## src/rtl/core/bpc_pkg.sv

```systemverilog
package bpc_pkg;

  localparam int unsigned DIV_W = 32;
  localparam int unsigned TAG_W = 40;

  localparam logic [1:0] CFG_CAL_A = 2'd0;
  localparam logic [1:0] CFG_CAL_B = 2'd1;
  localparam logic [1:0] CFG_CAL_C = 2'd2;
  localparam logic [1:0] CFG_OSS   = 2'd3;

  localparam logic signed [29:0] T_OFS     = 30'sd4000;
  localparam logic signed [29:0] T_RND     = 30'sd8;
  localparam logic signed [19:0] U_OFS     = 20'sd32768;
  localparam logic [15:0]        P_SCALE   = 16'd50000;
  localparam logic [11:0]        P_C1      = 12'd3038;
  localparam logic signed [15:0] P_C2      = -16'sd7357;
  localparam logic signed [17:0] P_C3      = 18'sd3791;
  localparam logic signed [31:0] P_MAX     = 32'sd131071;

  typedef struct packed {
    logic             vld;
    logic [DIV_W-1:0] dvd;
    logic [DIV_W-1:0] dvs;
    logic [TAG_W-1:0] tag;
  } div_req_t;

  typedef struct packed {
    logic             vld;
    logic [DIV_W-1:0] quo;
    logic [TAG_W-1:0] tag;
  } div_rsp_t;

  typedef struct packed {
    logic        fault;
    logic [16:0] press;
    logic [15:0] temp;
  } res_t;

endpackage

```

## src/rtl/core/bpc_obuf.sv

```systemverilog
module bpc_obuf (
  input  logic           clk_i,
  input  logic           rst_ni,
  input  logic           in_vld_i,
  input  bpc_pkg::res_t  in_i,
  input  logic           rdy_i,
  output logic           vld_o,
  output bpc_pkg::res_t  out_o,
  output logic           en_o
);

  logic          out_vld_q;
  logic          skid_vld_q;
  bpc_pkg::res_t out_q;
  bpc_pkg::res_t skid_q;
  logic          take;

  assign en_o  = !skid_vld_q;
  assign take  = !out_vld_q || rdy_i;
  assign vld_o = out_vld_q;
  assign out_o = out_q;

  always_ff @(posedge clk_i or negedge rst_ni) begin
    if (!rst_ni) begin
      out_vld_q  <= 1'b0;
      skid_vld_q <= 1'b0;
    end else if (take) begin
      if (skid_vld_q) begin
        out_vld_q  <= 1'b1;
        skid_vld_q <= 1'b0;
      end else begin
        out_vld_q <= in_vld_i;
      end
    end else if (in_vld_i && !skid_vld_q) begin
      skid_vld_q <= 1'b1;
    end
  end

  always_ff @(posedge clk_i) begin
    if (take) begin
      out_q <= skid_vld_q ? skid_q : in_i;
    end else if (!skid_vld_q) begin
      skid_q <= in_i;
    end
  end

endmodule

```

## config.mk

```make
export PLATFORM = sky130hd
export DESIGN_NAME = bpc_obuf
export DESIGN_NICKNAME = d
export VERILOG_FILES = /design/src/rtl/core/bpc_pkg.sv /design/src/rtl/core/bpc_obuf.sv
export SDC_FILE = /design/constraint.sdc
export NUM_CORES = 1
export LEC_CHECK = 0
export BUFFER_PORTS_ARGS = -buffer_cell sky130_fd_sc_hd__buf_2
export CORE_MARGIN = 2
export CORE_UTILIZATION = 36
export CTS_CLUSTER_SIZE = 10
export DETAILED_ROUTE_END_ITERATION = 10
export PLACE_DENSITY_LB_ADDON = 0.08
export SLEW_MARGIN = 20
export SYNTH_ARGS = -nofsm -noshare
export SYNTH_HDL_FRONTEND = slang
export SYNTH_SLANG_ARGS = --single-unit
```

## constraint.sdc

```tcl
create_clock -name clk_i -period 3.1 [get_ports clk_i]
set_input_delay 0.465 -clock clk_i [delete_from_list [all_inputs] [get_ports clk_i]]
set_output_delay 0.465 -clock clk_i [all_outputs]
set_load 0.02 [all_outputs]
```

==> results.ini <==
[status]
outcome = completed

[power]
switching_power_mw = 0.484
swShare = 0.229
peakVddDrop_mv = 0.215
p_int_mw = 1.63
p_comb_frac = 0.122
power_density_nw_per_um2 = 635
p_seq_frac = 0.560
clock_power_share = 0.318
p_leak_nw = 1.33

[clock_network]
clk_latency_ns = 0.33
htreeDepth = 3
cts_tree = built
cts_buffers = 9
clk_pin_slew_ns = 0.07
root_buffer = clkbuf_8
cts_max_path_buffers = 2
cts_sinks = 70

[run]
drv_cap = 0

[cells_and_area]
diodes = 0
drive_above_1_share = 0.619
multi_input_area_um2 = 508
seqCellArea_um2 = 2090
nFillCells = 663
final_nets = 236
syn_to_final_growth_pct = 24.1
final_util = 0.460

[yosys]
yosysMostFrequentCell = edfxtp_1
synth_cell_types = 10
synth_area_um2 = 2680
synth_nets = 152
synth_common_cells = 68 x edfxtp_1, 28 x mux2_4, 6 x mux2_2
async_flop_share = 0.0286
synth_edf_count = 68
ys.flop_type = edfxtp_1
synth_area_leaders = edfxtp_1 76%, mux2_4 16%, mux2_2 2.5%
synth.avg_cell_area_um2 = 23.5
ys_seq_elements = 70
ys_seq_area_frac = 0.782
synth_top_area_frac = 0.763
yosysWarnings = 0
synthCells = 114
yosysTopAreaCell = edfxtp_1

[sta]
tns_ns = 0
max_freq_mhz = 516
fin_crit_ns = 1.94
setup_violations = 0
slew_viol_final = 0
fin_crit_sh = 0.625
finalHoldViolCount = 0
max_slew_margin = 0.483
finClkSkew_ns = 0.00605
worst_pin_slew_ns = 0.776
grt_setup_unrepaired = no

[die]
num_rows = 31
num_io_pins = 74
die_h_um = 90.2
core_um2 = 7210
die_area_um2 = 8140
start_util = 0.371
dieWidth_um = 90.2

[placement]
gp_congestion = 0.703
io_buffers = 73

[route]
wl_per_cell_um = 15.2
ant_nets = 0
vias = 1301
first_pass_iters = 4
totalWireLength_mm = 4.57
vias_per_cell = 4.32
dr.first_iter.drc_count = 85
remaining_drc_errors = 0

[global_route]
grt_usage = 0.116
grt_max_degree = 37
grt_pass1_wl_mm = 7.13
overflow = 0
antenna_found_initial = 0
first_global_vias = 1455

[worst_setup_path]
reg2reg_slack_ns = 1.29
worst_ep_required_time_ns = 2.63
crit_arrival_ns = 1.47
critPathLaunchType = register
crit_fanout = 27
path_class = register to primary output
end_kind = primary output

[min_path]
hp-class = input pin to register

==> what timing repair did <==
action	in CTS	in global routing
hold buffers	1	0
gates resized for setup	0	0
setup endpoints to repair	0	0
buffers inserted	0	0
endpoints found under the hold margin	2	0
==> worst paths after layout <==
| check | end | start | cells past startpoint |
|---|---|---|---|
| max | en_o | skid_vld_q | 2 |
| max in group asynchronous | skid_vld_q | rst_ni | 2 |
| max reg2reg | out_o[17] | skid_vld_q | 2 |
| min reg2reg | out_o[13] | skid_q[13] | 1 |
| min in group asynchronous | skid_vld_q | rst_ni | 2 |
| min | vld_o | in_vld_i | 3 |
==> logic make-up after synthesis <==
family,synth area share
and+or+nand+nor,0.00655
buffers and inverters,0.0295
muxes,0.182
DFF,0.782
==> layout make-up <==
cell class,count,area share
tap,99,0.0373
clock inverter,5,0.0154
sequential,70,0.630
multi-input combinational,38,0.153
timing repair buffer,77,0.124
clock buffer,10,0.0384
inverter,2,0.00226
==> critical path: stages, from the launching register on <==
cell	delay (ns)
dfrtp_2	0.87
inv_1	0.08
buf_2	0.18
==> per-stage QoR <==
step           power [mW]  cell area, µm²  std cells  setup slack, ns  hold WS [ns]
4_1_cts              2.14            3320        301             1.12         0.341
2_1_floorplan        1.38            2680        114            0.458         0.169
5_1_grt              2.20            3320        301             1.05         0.361
6_report             2.11            3320        301             1.16         0.350
3_5_place_dp         1.47            3130        285             1.26         0.257
3_3_place_gp         1.46            3130        285             1.32         0.255
==> metal layers <==
layer | track usage | vias up | wire [µm]
met4 | 0.0654 | 0 | 101
met2 | 0.184 | 47 | 2240
met5 | 0 | - | 0
met1 | 0.143 | 635 | 1970
met3 | 0.0344 | 9 | 258
li1 | - | 610 | -
==> cells in the final DEF, fill, tap and decap left out <==
cell	Yosys	routed
clkbuf_1	0	1
mux2_4	28	28
dlygate4sd3_1	0	1
nor2_1	2	2
inv_1	2	2
mux2_2	6	6
clkbuf_8	0	9
bufinv_16	0	1
buf_2	0	73
nand2b_2	0	1
clkinv_2	0	2
nand2_1	1	1
buf_4	0	2
buf_12	3	1
edfxtp_1	68	68
clkinvlp_4	0	1
dfrtp_2	0	1
dfrtp_1	2	1
clkinv_1	0	1
==> state kept, by name (all words and copies together), names as in the netlist <==
name and cells:
out_o 34, skid_q 34, skid_vld_q 1, vld_o 1
==> power groups by stage <==
| stage | Combinational, mW | Clock (mW) | Sequential, mW |
|---|---|---|---|
| floorplan | 0.126 | 0 | 1.25 |
| global placement | 0.255 | 0 | 1.20 |
| detailed placement | 0.261 | 0 | 1.20 |
| CTS | 0.263 | 0.694 | 1.18 |
| global route | 0.276 | 0.736 | 1.19 |
| finish | 0.258 | 0.671 | 1.18 |
Note: power is estimated with default switching activity, not from simulation.
